`src/hw/rtl/dbrm_pkg.sv`:
```
// Shared types, widths and constants for the dirty band rectangle merger.
package dbrm_pkg;

  // Fixed field widths
  localparam int COORD_W = 9;
  localparam int BROWS_W = 7;
  localparam int BAND_W  = 5;
  localparam int BY_W    = 11;           // band top row before clipping (31*64)
  localparam int PROD_W  = 2 * COORD_W;  // one area product
  localparam int ACC_W   = PROD_W + 1;   // sum of two areas
  localparam int CMP_W   = ACC_W + 4;    // area scaled by the merge ratio
  localparam int DVD_W   = 16;           // panel width times buffer rows

  // Default geometry
  localparam int PANEL_WIDTH_DEF  = 480;
  localparam int PANEL_HEIGHT_DEF = 480;
  localparam int BAND_HEIGHT_DEF  = 16;
  localparam int BAND_COUNT_DEF   = 30;

  // Merge when MERGE_DEN * merged area <= MERGE_NUM * separate areas
  localparam int MERGE_NUM = 13;
  localparam int MERGE_DEN = 10;

  // Buffer row handling
  localparam logic [BROWS_W-1:0] BROWS_RST = 7'd16;
  localparam logic [BROWS_W-1:0] BROWS_MIN = 7'd8;
  localparam logic [DVD_W-1:0]   ROWS_MIN  = 16'd2;

  // Divider request and response
  typedef struct packed {
    logic               start;
    logic [DVD_W-1:0]   dividend;
    logic [COORD_W-1:0] divisor;
  } div_req_t;

  typedef struct packed {
    logic             done;
    logic [DVD_W-1:0] quot;
  } div_rsp_t;

endpackage

```
`src/hw/rtl/dbrm_mul.sv`:
```
// Shared area multiplier with a registered product.
module dbrm_mul
  import dbrm_pkg::*;
(
  input  logic               clk,
  input  logic [COORD_W-1:0] op_a,
  input  logic [COORD_W-1:0] op_b,
  output logic [PROD_W-1:0]  prod
);

  logic [PROD_W-1:0] prod_r;

  // One product per cycle, ready the cycle after the operands
  always_ff @(posedge clk) begin
    prod_r <= PROD_W'(op_a) * PROD_W'(op_b);
  end

  assign prod = prod_r;

endmodule

```
`src/hw/rtl/dbrm_div.sv`:
```
// Restoring divider, one quotient bit per cycle, for the chunk row limit.
module dbrm_div
  import dbrm_pkg::*;
(
  input  logic     clk,
  input  logic     rst_n,
  input  div_req_t req,
  output div_rsp_t rsp
);

  localparam int CNT_W = $clog2(DVD_W + 1);

  logic               busy_r;
  logic               done_r;
  logic [CNT_W-1:0]   cnt_r;
  logic [COORD_W-1:0] rem_r;
  logic [COORD_W-1:0] dvs_r;
  logic [DVD_W-1:0]   quo_r;
  logic [COORD_W:0]   trial;
  logic               trial_ok;

  // Shift in the next dividend bit and try the subtract
  assign trial    = {rem_r, quo_r[DVD_W-1]};
  assign trial_ok = trial >= {1'b0, dvs_r};

  always_ff @(posedge clk) begin
    if (!rst_n) begin
      busy_r <= 1'b0;
      done_r <= 1'b0;
    end else begin
      done_r <= 1'b0;
      if (req.start) begin
        busy_r <= 1'b1;
        cnt_r  <= CNT_W'(DVD_W);
        rem_r  <= '0;
        quo_r  <= req.dividend;
        dvs_r  <= req.divisor;
      end else if (busy_r) begin
        rem_r <= trial_ok ? COORD_W'(trial - {1'b0, dvs_r}) : trial[COORD_W-1:0];
        quo_r <= {quo_r[DVD_W-2:0], trial_ok};
        cnt_r <= cnt_r - 1'b1;
        if (cnt_r == CNT_W'(1)) begin
          busy_r <= 1'b0;
          done_r <= 1'b1;
        end
      end
    end
  end

  assign rsp.done = done_r;
  assign rsp.quot = quo_r;

endmodule

```
`src/hw/rtl/dirty_band_rect_merger.sv`:
```
// Flow: a band that emits nothing goes from accept through the prep, decide and close
// states back to ready. A merge check adds the steps S_MUL1 to S_MUL3 on the shared
// multiplier and the compare; each emitted rectangle adds the 16-bit row limit division,
// then one cycle per chunk word while the output is taken.
// Reset (rst_n low, synchronous): no open rectangle, band 0, buffer rows 16,
// output empty.
module dirty_band_rect_merger
  import dbrm_pkg::*;
#(
  parameter int PANEL_WIDTH  = PANEL_WIDTH_DEF,
  parameter int PANEL_HEIGHT = PANEL_HEIGHT_DEF,
  parameter int BAND_HEIGHT  = BAND_HEIGHT_DEF,
  parameter int BAND_COUNT   = BAND_COUNT_DEF
) (
  input  logic               clk,
  input  logic               rst_n,
  // configuration
  input  logic               cfg_valid,
  output logic               cfg_ready,
  input  logic [BROWS_W-1:0] cfg_data,
  // band input
  input  logic               in_valid,
  output logic               in_ready,
  input  logic [COORD_W-1:0] in_dirty_x0,
  input  logic [COORD_W-1:0] in_dirty_x1,
  input  logic [COORD_W-1:0] in_visible_x0,
  input  logic [COORD_W-1:0] in_visible_x1,
  input  logic               in_final_band,
  // chunk output
  output logic               out_valid,
  input  logic               out_ready,
  output logic [COORD_W-1:0] out_chunk_x,
  output logic [COORD_W-1:0] out_chunk_y,
  output logic [COORD_W-1:0] out_chunk_width,
  output logic [COORD_W-1:0] out_chunk_rows,
  output logic               out_frame_begin,
  output logic               out_frame_done,
  output logic               out_last_of_item
);

  // Sequencer states
  localparam logic [3:0] S_IDLE  = 4'd0;
  localparam logic [3:0] S_PREP  = 4'd1;
  localparam logic [3:0] S_DEC   = 4'd2;
  localparam logic [3:0] S_MUL1  = 4'd3;
  localparam logic [3:0] S_MUL2  = 4'd4;
  localparam logic [3:0] S_MUL3  = 4'd5;
  localparam logic [3:0] S_CMP   = 4'd6;
  localparam logic [3:0] S_CLOSE = 4'd7;
  localparam logic [3:0] S_MARK  = 4'd8;
  localparam logic [3:0] S_DIVGO = 4'd9;
  localparam logic [3:0] S_DIVW  = 4'd10;
  localparam logic [3:0] S_CHUNK = 4'd11;

  logic [3:0]         state_r;
  logic [3:0]         ret_r;
  logic [BROWS_W-1:0] brows_r;

  // pending rectangle
  logic               run_open_r;
  logic [COORD_W-1:0] run_l_r, run_r_r, run_t_r, run_b_r;
  logic [BAND_W-1:0]  band_r;
  logic               nsy_r;

  // latched band word and its geometry
  logic [COORD_W-1:0] dx0_r, dx1_r, vx0_r, vx1_r;
  logic               fin_r;
  logic [COORD_W-1:0] x0_r, x1_r, by1_r;
  logic [BY_W-1:0]    by0_r;
  logic               clean_r, close_r;

  // rectangle being cut into chunks
  logic [COORD_W-1:0] ex_l_r, ex_r_r, ex_t_r, ex_b_r;
  logic [COORD_W-1:0] cur_y_r;
  logic [DVD_W-1:0]   mr_r;

  logic [ACC_W-1:0]   acc_r;

  // output register
  logic               out_valid_r;
  logic [COORD_W-1:0] o_x_r, o_y_r, o_w_r, o_h_r;
  logic               o_fb_r, o_fd_r, o_last_r;

  // Geometry of the latched band
  logic [COORD_W-1:0] vx1c, x0e, x0g, x1g;
  logic [COORD_W:0]   x1e;
  logic [BY_W-1:0]    by0g;
  logic [BY_W:0]      by1s;
  logic [COORD_W-1:0] by1g;

  always_comb begin
    vx1c = (32'(vx1_r) > 32'(PANEL_WIDTH)) ? COORD_W'(PANEL_WIDTH) : vx1_r;
    x0e  = {dx0_r[COORD_W-1:1], 1'b0};
    x0g  = (x0e < vx0_r) ? vx0_r : x0e;
    x1e  = ({1'b0, dx1_r} + 1'b1) & ~(COORD_W+1)'(1);
    x1g  = (x1e > {1'b0, vx1c}) ? vx1c : x1e[COORD_W-1:0];
    by0g = BY_W'(band_r) * BY_W'(BAND_HEIGHT);
    by1s = (BY_W+1)'(by0g) + (BY_W+1)'(BAND_HEIGHT);
    by1g = (32'(by1s) > 32'(PANEL_HEIGHT)) ? COORD_W'(PANEL_HEIGHT)
                                           : by1s[COORD_W-1:0];
  end

  // Union span and merge test
  logic [COORD_W-1:0] ux0, ux1;
  logic [PROD_W-1:0]  prod;
  logic [CMP_W-1:0]   mer_sc, sep_sc;
  logic               merge_ok, below_run;

  assign ux0       = (run_l_r < x0_r) ? run_l_r : x0_r;
  assign ux1       = (run_r_r > x1_r) ? run_r_r : x1_r;
  assign mer_sc    = CMP_W'(prod) * CMP_W'(MERGE_DEN);
  assign sep_sc    = CMP_W'(acc_r) * CMP_W'(MERGE_NUM);
  assign merge_ok  = mer_sc <= sep_sc;
  assign below_run = by0_r == BY_W'(run_b_r);

  // Shared multiplier operands per step
  logic [COORD_W-1:0] mul_a, mul_b;

  always_comb begin
    mul_a = '0;
    mul_b = '0;
    unique case (state_r)
      S_MUL1: begin
        mul_a = run_r_r - run_l_r;
        mul_b = run_b_r - run_t_r;
      end
      S_MUL2: begin
        mul_a = x1_r - x0_r;
        mul_b = by1_r - by0_r[COORD_W-1:0];
      end
      S_MUL3: begin
        mul_a = ux1 - ux0;
        mul_b = by1_r - run_t_r;
      end
      default: begin
        mul_a = '0;
        mul_b = '0;
      end
    endcase
  end

  dbrm_mul u_mul (
    .clk  (clk),
    .op_a (mul_a),
    .op_b (mul_b),
    .prod (prod)
  );

  // Row limit division: panel width * buffer rows / rectangle width
  div_req_t           div_req;
  div_rsp_t           div_rsp;
  logic [BROWS_W-1:0] brc;
  logic [DVD_W-1:0]   qe;

  assign brc              = (brows_r < BROWS_MIN) ? BROWS_MIN : brows_r;
  assign div_req.start    = state_r == S_DIVGO;
  assign div_req.dividend = DVD_W'(PANEL_WIDTH) * DVD_W'(brc);
  assign div_req.divisor  = ex_r_r - ex_l_r;
  assign qe               = {div_rsp.quot[DVD_W-1:1], 1'b0};

  dbrm_div u_div (
    .clk   (clk),
    .rst_n (rst_n),
    .req   (div_req),
    .rsp   (div_rsp)
  );

  // Chunk height
  logic [COORD_W-1:0] rem_y, rows;
  logic               chunk_end, out_free, out_load;

  assign rem_y     = ex_b_r - cur_y_r;
  assign chunk_end = DVD_W'(rem_y) <= mr_r;
  assign rows      = chunk_end ? rem_y : mr_r[COORD_W-1:0];
  assign out_free  = !out_valid_r || out_ready;
  // a new word goes into the output register this cycle
  assign out_load  = out_free &&
                     ((state_r == S_CHUNK) || (state_r == S_MARK && !nsy_r));

  // Sequencer
  always_ff @(posedge clk) begin
    if (!rst_n) begin
      state_r     <= S_IDLE;
      ret_r       <= S_IDLE;
      brows_r     <= BROWS_RST;
      run_open_r  <= 1'b0;
      run_l_r     <= '0;
      run_r_r     <= '0;
      run_t_r     <= '0;
      run_b_r     <= '0;
      band_r      <= '0;
      nsy_r       <= 1'b1;
      out_valid_r <= 1'b0;
    end else begin
      if (cfg_valid) begin
        brows_r <= cfg_data;
      end
      if (out_valid_r && out_ready && !out_load) begin
        out_valid_r <= 1'b0;
      end

      unique case (state_r)
        S_IDLE: begin
          if (in_valid) begin
            dx0_r   <= in_dirty_x0;
            dx1_r   <= in_dirty_x1;
            vx0_r   <= in_visible_x0;
            vx1_r   <= in_visible_x1;
            fin_r   <= in_final_band;
            state_r <= S_PREP;
          end
        end

        S_PREP: begin
          x0_r    <= x0g;
          x1_r    <= x1g;
          by0_r   <= by0g;
          by1_r   <= by1g;
          clean_r <= (dx0_r >= dx1_r) || (x0g >= x1g) || (by0g >= BY_W'(by1g));
          close_r <= fin_r || (32'(band_r) >= 32'(BAND_COUNT - 1));
          state_r <= S_DEC;
        end

        S_DEC: begin
          if (clean_r) begin
            if (run_open_r) begin
              ex_l_r     <= run_l_r;
              ex_r_r     <= run_r_r;
              ex_t_r     <= run_t_r;
              ex_b_r     <= run_b_r;
              run_open_r <= 1'b0;
              ret_r      <= S_CLOSE;
              state_r    <= S_DIVGO;
            end else begin
              state_r <= S_CLOSE;
            end
          end else if (run_open_r && below_run) begin
            state_r <= S_MUL1;
          end else begin
            // no merge candidate: flush pending, open a new rectangle
            ex_l_r     <= run_l_r;
            ex_r_r     <= run_r_r;
            ex_t_r     <= run_t_r;
            ex_b_r     <= run_b_r;
            ret_r      <= S_CLOSE;
            state_r    <= run_open_r ? S_DIVGO : S_CLOSE;
            run_l_r    <= x0_r;
            run_r_r    <= x1_r;
            run_t_r    <= by0_r[COORD_W-1:0];
            run_b_r    <= by1_r;
            run_open_r <= 1'b1;
          end
        end

        S_MUL1: state_r <= S_MUL2;

        S_MUL2: begin
          acc_r   <= ACC_W'(prod);
          state_r <= S_MUL3;
        end

        S_MUL3: begin
          acc_r   <= acc_r + ACC_W'(prod);
          state_r <= S_CMP;
        end

        S_CMP: begin
          if (merge_ok) begin
            run_l_r <= ux0;
            run_r_r <= ux1;
            run_b_r <= by1_r;
            state_r <= S_CLOSE;
          end else begin
            // run is open here; flush it and start over with this band
            ex_l_r  <= run_l_r;
            ex_r_r  <= run_r_r;
            ex_t_r  <= run_t_r;
            ex_b_r  <= run_b_r;
            ret_r   <= S_CLOSE;
            state_r <= S_DIVGO;
            run_l_r <= x0_r;
            run_r_r <= x1_r;
            run_t_r <= by0_r[COORD_W-1:0];
            run_b_r <= by1_r;
          end
        end

        S_CLOSE: begin
          if (close_r) begin
            if (run_open_r) begin
              ex_l_r     <= run_l_r;
              ex_r_r     <= run_r_r;
              ex_t_r     <= run_t_r;
              ex_b_r     <= run_b_r;
              run_open_r <= 1'b0;
              ret_r      <= S_MARK;
              state_r    <= S_DIVGO;
            end else begin
              state_r <= S_MARK;
            end
          end else begin
            band_r  <= band_r + 1'b1;
            state_r <= S_IDLE;
          end
        end

        S_MARK: begin
          if (nsy_r) begin
            band_r     <= '0;
            run_open_r <= 1'b0;
            state_r    <= S_IDLE;
          end else if (out_free) begin
            // frame-end word
            out_valid_r <= 1'b1;
            o_x_r       <= '0;
            o_y_r       <= '0;
            o_w_r       <= '0;
            o_h_r       <= '0;
            o_fb_r      <= 1'b0;
            o_fd_r      <= 1'b1;
            o_last_r    <= 1'b1;
            band_r      <= '0;
            nsy_r       <= 1'b1;
            run_open_r  <= 1'b0;
            state_r     <= S_IDLE;
          end
        end

        S_DIVGO: begin
          cur_y_r <= ex_t_r;
          state_r <= S_DIVW;
        end

        S_DIVW: begin
          if (div_rsp.done) begin
            mr_r    <= (qe < ROWS_MIN) ? ROWS_MIN : qe;
            state_r <= S_CHUNK;
          end
        end

        S_CHUNK: begin
          if (out_free) begin
            out_valid_r <= 1'b1;
            o_x_r       <= ex_l_r;
            o_y_r       <= cur_y_r;
            o_w_r       <= ex_r_r - ex_l_r;
            o_h_r       <= rows;
            o_fb_r      <= nsy_r;
            o_fd_r      <= 1'b0;
            // a closing frame always ends with the marker
            o_last_r    <= chunk_end && !close_r;
            nsy_r       <= 1'b0;
            cur_y_r     <= cur_y_r + rows;
            if (chunk_end) begin
              state_r <= ret_r;
            end
          end
        end

        default: state_r <= S_IDLE;
      endcase
    end
  end

  assign cfg_ready        = 1'b1;
  assign in_ready         = state_r == S_IDLE;
  assign out_valid        = out_valid_r;
  assign out_chunk_x      = o_x_r;
  assign out_chunk_y      = o_y_r;
  assign out_chunk_width  = o_w_r;
  assign out_chunk_rows   = o_h_r;
  assign out_frame_begin  = o_fb_r;
  assign out_frame_done   = o_fd_r;
  assign out_last_of_item = o_last_r;

endmodule

```
`config.mk`:
```
export PLATFORM = sky130hd
export DESIGN_NAME = dirty_band_rect_merger
export DESIGN_NICKNAME = d
export VERILOG_FILES = /design/src/hw/rtl/dbrm_pkg.sv /design/src/hw/rtl/dbrm_mul.sv /design/src/hw/rtl/dbrm_div.sv /design/src/hw/rtl/dirty_band_rect_merger.sv
export SDC_FILE = /design/constraint.sdc
export NUM_CORES = 1
export LEC_CHECK = 0
export BUFFER_PORTS_ARGS = -buffer_cell sky130_fd_sc_hd__buf_2
export CORE_MARGIN = 3
export CORE_UTILIZATION = 30
export DETAILED_ROUTE_END_ITERATION = 7
export SYNTH_ARGS = -nofsm -noshare
export SYNTH_HDL_FRONTEND = slang
export SYNTH_HIERARCHICAL = 1
export SYNTH_SLANG_ARGS = --single-unit
```
`constraint.sdc`:
```
create_clock -name clk -period 8.03 [get_ports clk]
set_input_delay 0.803 -clock clk [delete_from_list [all_inputs] [get_ports clk]]
set_output_delay 0.803 -clock clk [all_outputs]
set_load 0.05 [all_outputs]
```
==> results of run 1 <==
[cell usage after synthesis (52+ instances only)]
cell type | number | area share
a21o_1 | 59 | 0.019
dfxtp_1 | 69 | 0.060
xor2_1 | 52 | 0.020
clkbuf_1 | 54 | 0.0088
ha_1 | 295 | 0.16
xnor2_1 | 78 | 0.030
mux2i_1 | 53 | 0.023
o21ai_0 | 130 | 0.028
nor2_1 | 106 | 0.017
a21oi_1 | 117 | 0.025
fa_1 | 87 | 0.075
edfxtp_1 | 224 | 0.29
and2_1 | 78 | 0.021
nand2_1 | 223 | 0.036
inv_1 | 262 | 0.042
[logic make-up (layout without fill, tap and decap cells)]
kind of cell,after synthesis,in the layout
fa+ha+maj,382,382
xor+xnor,130,130
buf+inv,336,439
compound gates,462,462
other cells,2,18
flops,293,293
mux,91,91
simple gates,631,631
[power by group]
part,total [mW],internal [mW],switching [mW]
Clock,1.64,0.980,0.664
Sequential,1.83,1.74,0.0921
Combinational,1.48,0.625,0.852
[registers in the layout (all words and copies together), names as in the netlist, 15 cells and up, named ones only]
signal,flops
u_div/quo_r,16
u_mul/prod,18
mr_r,15
acc_r,19
[final cells by class]
cell class	count	area, um^2	area share
Multi-Input combinational cell	1714	13800	0.531
Sequential cell	293	8110	0.312
Tap cell	1030	1290	0.0496
Clock buffer	47	1030	0.0398
Inverter	262	983	0.0378
Timing Repair Buffer	111	611	0.0235
Clock inverter	19	171	0.00659
[what timing repair did]
action                     4_1_cts  5_1_grt
setup endpoints to repair        0        5
buffers inserted                 0        2
gates resized for setup          0        4
[per-stage QoR]
step / hold WS [ps] / power (mW) / setup TNS [ps] / instances / instance area (um^2)
3_5_place_dp: 451 / 3.33 / 0 / 3408 / 24800
2_1_floorplan: 406 / 2.98 / 0 / 2343 / 23200
4_1_cts: 386 / 5.01 / 0 / 3474 / 26000
6_report: 421 / 4.95 / 0 / 3476 / 26000
5_1_grt: 392 / 5.30 / -98.9 / 3476 / 26000
3_3_place_gp: 444 / 3.32 / 0 / 3408 / 24800
[worst max-delay path: cells and delay by family (launching register included)]
kind                       cells  cell delay, ps
AOI/OAI and AO/OA             12            2400
adders and majority gates      8            3180
buffers and inverters          5             430
DFF                            1             430
muxes                          2             470
and+or+nand+nor                5             540
[routing by layer]
layer  up-vias  global-route usage  routed length, um
met5         -                   0                  0
met4         0              0.0296                965
met3        58              0.0188               1980
met2       251               0.208              23700
met1      7730               0.183              25900
li1       8317                   -                  -
[worst max-delay path by stage]
| stage | from | to | slack [ps] | cells after the start |
|---|---|---|---|---|
| global placement | x1_r[1]$_DFFE_PP_ | u_mul/prod[16]$_DFF_P_ | 360 | 32 |
| global route | x1_r[1]$_DFFE_PP_ | u_mul/prod[16]$_DFF_P_ | -50 | 30 |
| finish | x1_r[1]$_DFFE_PP_ | u_mul/prod[14]$_DFF_P_ | 440 | 32 |
| CTS | x0_r[1]$_DFFE_PP_ | u_mul/prod[16]$_DFF_P_ | 230 | 30 |
| detailed placement | x0_r[1]$_DFFE_PP_ | u_mul/prod[16]$_DFF_P_ | 270 | 30 |
| floorplan | acc_r[1]$_DFFE_PP_ | ex_b_r[0]$_DFFE_PP_ | 650 | 21 |
==> flow_summary.toml, run 1 <==
[status]
status = "finished clean"

[yosys]
ys_types = 93
synth_top_family_by_area = "adder cells"
yosys_warnings = 6
yosys.area_share.simple = 0.135
yosys.area_share.adder = 0.235
synth_seq_cells = 293
synth_edf_count = 224
ys_seq_area_frac = 0.350
synthFlopType = "edfxtp_1"
synth_mux_area_frac = 0.0417
synth_compound_area_frac = 0.131
async_flop_share = 0
syn_area_per_cell_um2 = 9.95
syn_area_um2 = 23200
synthCells = 2327
synth_xor_xnor_area_share = 0.0492

[grt]
grt.total_usage = 0.129
grt_max_degree = 84
grt_pass1_wl_um = 85100
grt_overflow = 0
antenna_found_initial = 2
first_global_vias = 16000

[clocking]
root_buffer = "clkbuf_16"
clkSlewWorstSetupHoldPaths_ps = 60
ctsHtreeMaxLevel = 2
cts_hold_buffers = 0
cts_tree = "done"
cts_buffers = 36
clock-sinks = 293
clk-insertion-delay-late_ps = 560
cts_max_path_buffers = 3

[placement]
port_buffers = 89
place.detailed.hpwl_um = 40900
post-place-ws_ps = 271
place.gp.congestion = 0.853

[critical_path]
start_kind = "flip-flop"
r2r_cells = 32
worst_path_max_delay_cell = "fa_1"
max_stage_delay_ps = 540
critPathMaxFanout = 17
endpoint_kind = "flip-flop"
reg2reg_to = "u_mul/prod[14]$_DFF_P_"
r2r_start = "x1_r[1]$_DFFE_PP_"
cp.required_ps = 8450
critPathKind = "flip-flop to flip-flop"
r2r_slack_ps = 440
cpMostUsedCell = "fa_1"
cp.arrival_ps = 8020

[routing]
vias_per_cell = 4.71
drc_errors = 0
dr.first_iter.drc_count = 888
firstDrtPassIters = 7
wl_per_cell_um = 15.1
antenna_left = 0
vias = 16400
routed_wirelength_um = 52500

[sta]
hold_violations = 0
min_period_over_period = 0.946
final_max_slew_viol_count = 0
setup_viol = 0
clock_skew_ps = 31.8
finalWorstSetupSlack_ps = 436
period_minus_slack_ps = 7590
worst_pin_slew_ps = 1110
fmax_mhz = 132
slew_headroom = 0.261

[final_layout]
final_cell_mix = "295 x ha_1, 262 x inv_1, 224 x edfxtp_1"
layout.nets = 2849
syn_to_final_growth_pct = 12.3
drive_above_1_share = 0.104
fillers = 7822
n_antenna_cell = 0
final_common_cell = "ha_1"
final_util = 0.341

[floorplan]
die_area_um2 = 80500
die_h_um = 284
io_pins = 91
start_util = 0.304
core.rowCount = 101
dieWidth_um = 284
fp.coreArea_um2 = 76200

[power_and_ir_drop]
powerDensity_nw_per_um2 = 191
vdd_drop_max_v = 0.000164
p_leak_nw = 11.5

[worst_hold_path]
min-delay-start = "in_visible_x0[3]"
min_path_type = "input pin to flip-flop"
hold_end = "vx0_r[3]$_DFFE_PP_"
min_path_cells = 1

[flow_run]
cap_viol_max_count = 0
(Power assumes the default switching activity.)
==> run 2, diff against run 1 <==
Settings changed: MAX_ROUTING_LAYER from default to met4.
==> flow_summary.toml, run 2 (synthesis gave the netlist of run 1 again) <==
[clocking]
cts_max_path_buffers = 3
ctsHtreeMaxLevel = 2
clkSlewWorstSetupHoldPaths_ps = 60
root_buffer = "clkbuf_16"
clk-insertion-delay-late_ps = 560
cts_buffers = 36
cts_hold_buffers = 0
cts_tree = "done"
clock-sinks = 293

[floorplan]
io_pins = 91
dieWidth_um = 284
fp.coreArea_um2 = 76200
die_h_um = 284
start_util = 0.304
core.rowCount = 101
die_area_um2 = 80500

[placement]
post-place-ws_ps = 271
place.gp.congestion = 0.867
port_buffers = 89
place.detailed.hpwl_um = 40900

[final_layout]
final_cell_mix = "295 x ha_1, 262 x inv_1, 224 x edfxtp_1"
drive_above_1_share = 0.104
final_common_cell = "ha_1"
final_util = 0.341
n_antenna_cell = 0
regMostFlops = "acc_r"
syn_to_final_growth_pct = 12.3
largest_register_ffs = 19
layout.nets = 2849

[sta]
setup_viol = 0
worst_pin_slew_ps = 1110
final_max_slew_viol_count = 0
slew_headroom = 0.258
min_period_over_period = 0.945
whs_ps = 421
finalWorstSetupSlack_ps = 438
hold_violations = 0
clock_skew_ps = 31.0
period_minus_slack_ps = 7590
fmax_mhz = 132

[grt]
first_global_vias = 16000
antenna_found_initial = 2
grt_max_degree = 84
grt_overflow = 0
grt.total_usage = 0.133
grt_pass1_wl_um = 85200

[critical_path]
worst_path_max_delay_cell = "fa_1"
start_kind = "flip-flop"
r2r_start = "x1_r[1]$_DFFE_PP_"
max_stage_delay_ps = 540
cp.arrival_ps = 8010
endpoint_kind = "flip-flop"
critPathMaxFanout = 17
crit_start = "x1_r[1]$_DFFE_PP_"
critPathKind = "flip-flop to flip-flop"
cpMostUsedCell = "fa_1"
cp.required_ps = 8450

[flow_run]
cap_viol_max_count = 0

[power_and_ir_drop]
internal-power_mw = 3.35
power_frac_comb = 0.298
p_sw_mw = 1.61
vdd_drop_max_v = 0.000164
power_frac_seq = 0.370
p_sw_frac = 0.325
p_clk_frac = 0.332
powerDensity_nw_per_um2 = 191
p_leak_nw = 11.5

[routing]
vias = 16300
dr.first_iter.drc_count = 926
routed_wirelength_um = 52600
wl_per_cell_um = 15.1
firstDrtPassIters = 5
vias_per_cell = 4.70
antenna_left = 0
drc_errors = 0

[worst_hold_path]
min_path_type = "input pin to flip-flop"
min-delay-start = "in_dirty_x0[4]"

[status]
status = "finished clean"
[run 2: power by group through the flow]
stage | clock network, mW | logic, mW | registers, mW
2_1_floorplan | 0 | 1.16 | 1.83
3_3_place_gp | 0 | 1.45 | 1.87
3_5_place_dp | 0 | 1.46 | 1.87
4_1_cts | 1.70 | 1.48 | 1.83
5_1_grt | 1.76 | 1.69 | 1.85
6_report | 1.65 | 1.48 | 1.83
[run 2: final cells by class]
cell class,count,area (um^2)
fill,7822,50200
clock buffer,47,1030
inverter,262,983
timing repair buffer,111,611
tap,1030,1290
multi-input combinational,1714,13800
clock inverter,19,171
sequential,293,8110
[run 2: layer usage]
| layer | wire length (um) | global-route usage |
|---|---|---|
| met1 | 26200 | 0.183 |
| met2 | 23800 | 0.208 |
| met3 | 1690 | 0.0186 |
| met4 | 979 | 0.0296 |
| met5 | 0 | - |
[run 2: repair_timing]
item,CTS,global route
setup buffers,0,2
resized for setup,0,4
endpoints found under the setup margin,0,5
[run 2: through the flow]
stage | power, mW | std cells | area [um^2] | TNS [ps]
final | 4.96 | 3476 | 26000 | 0
after global routing | 5.30 | 3476 | 26000 | -101
after CTS | 5.01 | 3474 | 26000 | 0
after detailed placement | 3.33 | 3408 | 24800 | 0
after global placement | 3.32 | 3408 | 24800 | 0
after floorplan | 2.98 | 2343 | 23200 | 0
[run 2: final timing paths]
kind / end / slack, ps / cells past startpoint
setup / recovery: u_mul/prod[14]$_DFF_P_ / 440 / 32
hold / removal: dx0_r[4]$_DFFE_PP_ / 420 / 1
setup reg to reg: u_mul/prod[14]$_DFF_P_ / 440 / 32
hold reg to reg: run_t_r[6]$_SDFFE_PN0P_ / 460 / 2
[run 2: worst max-delay path: cells and delay by family, from the launching register on]
family | cells | cell delay (ps)
AO/OA/AOI/OAI | 12 | 2400
adder cells (fa/ha/maj) | 8 | 3180
buffers and inverters | 5 | 430
flip-flops | 1 | 430
multiplexers | 2 | 470
AND/OR/NAND/NOR | 5 | 540
==> run 3, diff against run 2 <==
Settings changed: CTS_BUF_LIST from default to sky130_fd_sc_hd__clkbuf_4.
==> flow_summary.toml, run 3 (synthesis gave the netlist of run 1 again) <==
[status]
status = "finished clean"

[final_layout]
layout.nets = 2900
regMostFlops = "acc_r"
syn_to_final_growth_pct = 12.1
final_cell_mix = "295 x ha_1, 261 x inv_1, 224 x edfxtp_1"
final_common_cell = "ha_1"
drive_above_1_share = 0.132
largest_register_ffs = 19
fillers = 7900
final_util = 0.340

[floorplan]
fp.coreArea_um2 = 76200
core.rowCount = 101
die_h_um = 284
dieWidth_um = 284
io_pins = 91
die_area_um2 = 80500
start_util = 0.304

[sta]
slew_headroom = 0.254
worst_pin_slew_ps = 1120
fmax_mhz = 134
hold_violations = 0
min_period_over_period = 0.931
rsz0062_at_grt = "false"
period_minus_slack_ps = 7470
setup_viol = 0
setup-tns-final_ps = 0
final_max_slew_viol_count = 0
clock_skew_ps = 50.2

[clocking]
cts_max_path_buffers = 3
clkSlewWorstSetupHoldPaths_ps = 70
root_buffer = "clkbuf_4"
clk-insertion-delay-late_ps = 790
cts_buffers = 84
clock-sinks = 293
ctsHtreeMaxLevel = 3
cts_tree = "done"

[power_and_ir_drop]
internal-power_mw = 3.14
vdd_drop_max_v = 0.000142
powerDensity_nw_per_um2 = 183
p_sw_frac = 0.341
power_frac_comb = 0.311
p_clk_frac = 0.303
p_leak_nw = 11.6
p_sw_mw = 1.62
power_frac_seq = 0.385

[routing]
wl_per_cell_um = 14.8
antenna_left = 0
routed_wirelength_um = 52900
dr.first_iter.drc_count = 954
vias = 16700
firstDrtPassIters = 5
drc_errors = 0
vias_per_cell = 4.67

[placement]
place.gp.congestion = 0.867
place.detailed.hpwl_um = 40900
port_buffers = 89

[grt]
grt_max_degree = 84
antenna_found_initial = 3
grt_overflow = 0
first_global_vias = 16400
grt_pass1_wl_um = 85800
grt.total_usage = 0.135

[flow_run]
cap_viol_max_count = 0

[critical_path]
cp.required_ps = 8680
critPathMaxFanout = 9
max_stage_delay_ps = 540
worst_path_max_delay_cell = "fa_1"
start_kind = "flip-flop"
cpMostUsedCell = "fa_1"
cp.arrival_ps = 8120
critPathKind = "flip-flop to flip-flop"
endpoint_kind = "flip-flop"

[worst_hold_path]
min_path_type = "input pin to flip-flop"
[run 3: per-stage QoR]
step | hold WS (ps) | power, mW | setup slack (ps) | cells | cell area, um^2
CTS | 63.1 | 4.82 | 202 | 3563 | 25900
floorplan | 406 | 2.98 | 652 | 2343 | 23200
finish | 187 | 4.76 | 557 | 3569 | 25900
global route | 84.8 | 5.13 | 21.7 | 3569 | 25900
global placement | 444 | 3.32 | 361 | 3408 | 24800
detailed placement | 451 | 3.33 | 271 | 3408 | 24800
[run 3: final cells by class]
type,instances,area (um^2),share of cell area
diodes,1,2.50,0.0000965
repair buffers,114,633,0.0244
multi-input cells,1714,13800,0.533
inverters,262,983,0.0379
flip-flops and latches,293,8110,0.312
clock buffers,122,916,0.0353
clock inverters,33,198,0.00762
well taps,1030,1290,0.0497
[run 3: what timing repair did]
action | 4_1_cts | 5_1_grt
endpoints found under the setup margin | 0 | 5
setup buffers | 0 | 5
resized for setup | 0 | 7
hold buffers | 0 | 0
[run 3: layer usage]
layer | up-vias | part of all wire | track usage | routed length (um)
li1 | 8489 | - | - | -
met1 | 7803 | 0.49 | 0.182 | 25900
met2 | 298 | 0.45 | 0.208 | 23900
met3 | 69 | 0.043 | 0.0218 | 2250
met4 | 0 | 0.015 | 0.0385 | 811
met5 | - | 0 | - | 0
[run 3: worst paths after layout]
path | endpoint | slack [ps] | cells past startpoint | start
worst min register to register | run_t_r[6]$_SDFFE_PN0P_ | 460 | 2 | run_t_r[6]$_SDFFE_PN0P_
worst max-delay path | u_mul/prod[14]$_DFF_P_ | 560 | 32 | x1_r[1]$_DFFE_PP_
worst min-delay path | dx0_r[4]$_DFFE_PP_ | 190 | 1 | in_dirty_x0[4]
worst max register to register | u_mul/prod[14]$_DFF_P_ | 560 | 32 | x1_r[1]$_DFFE_PP_
[run 3: worst max-delay path, delay by kind of cell (launching register included)]
kind / cells / cell delay [ps]
adders and majority gates: 8 / 3180
AOI/OAI and AO/OA: 12 / 2280
and+or+nand+nor: 5 / 540
muxes: 2 / 450
buffers and inverters: 5 / 440
DFF: 1 / 430
[run 3: power groups by stage]
stage / Sequential [mW] / Combinational, mW / Clock [mW]
floorplan: 1.83 / 1.16 / 0
finish: 1.83 / 1.48 / 1.44
global route: 1.84 / 1.70 / 1.59
global placement: 1.87 / 1.45 / 0
CTS: 1.83 / 1.48 / 1.50
detailed placement: 1.87 / 1.46 / 0
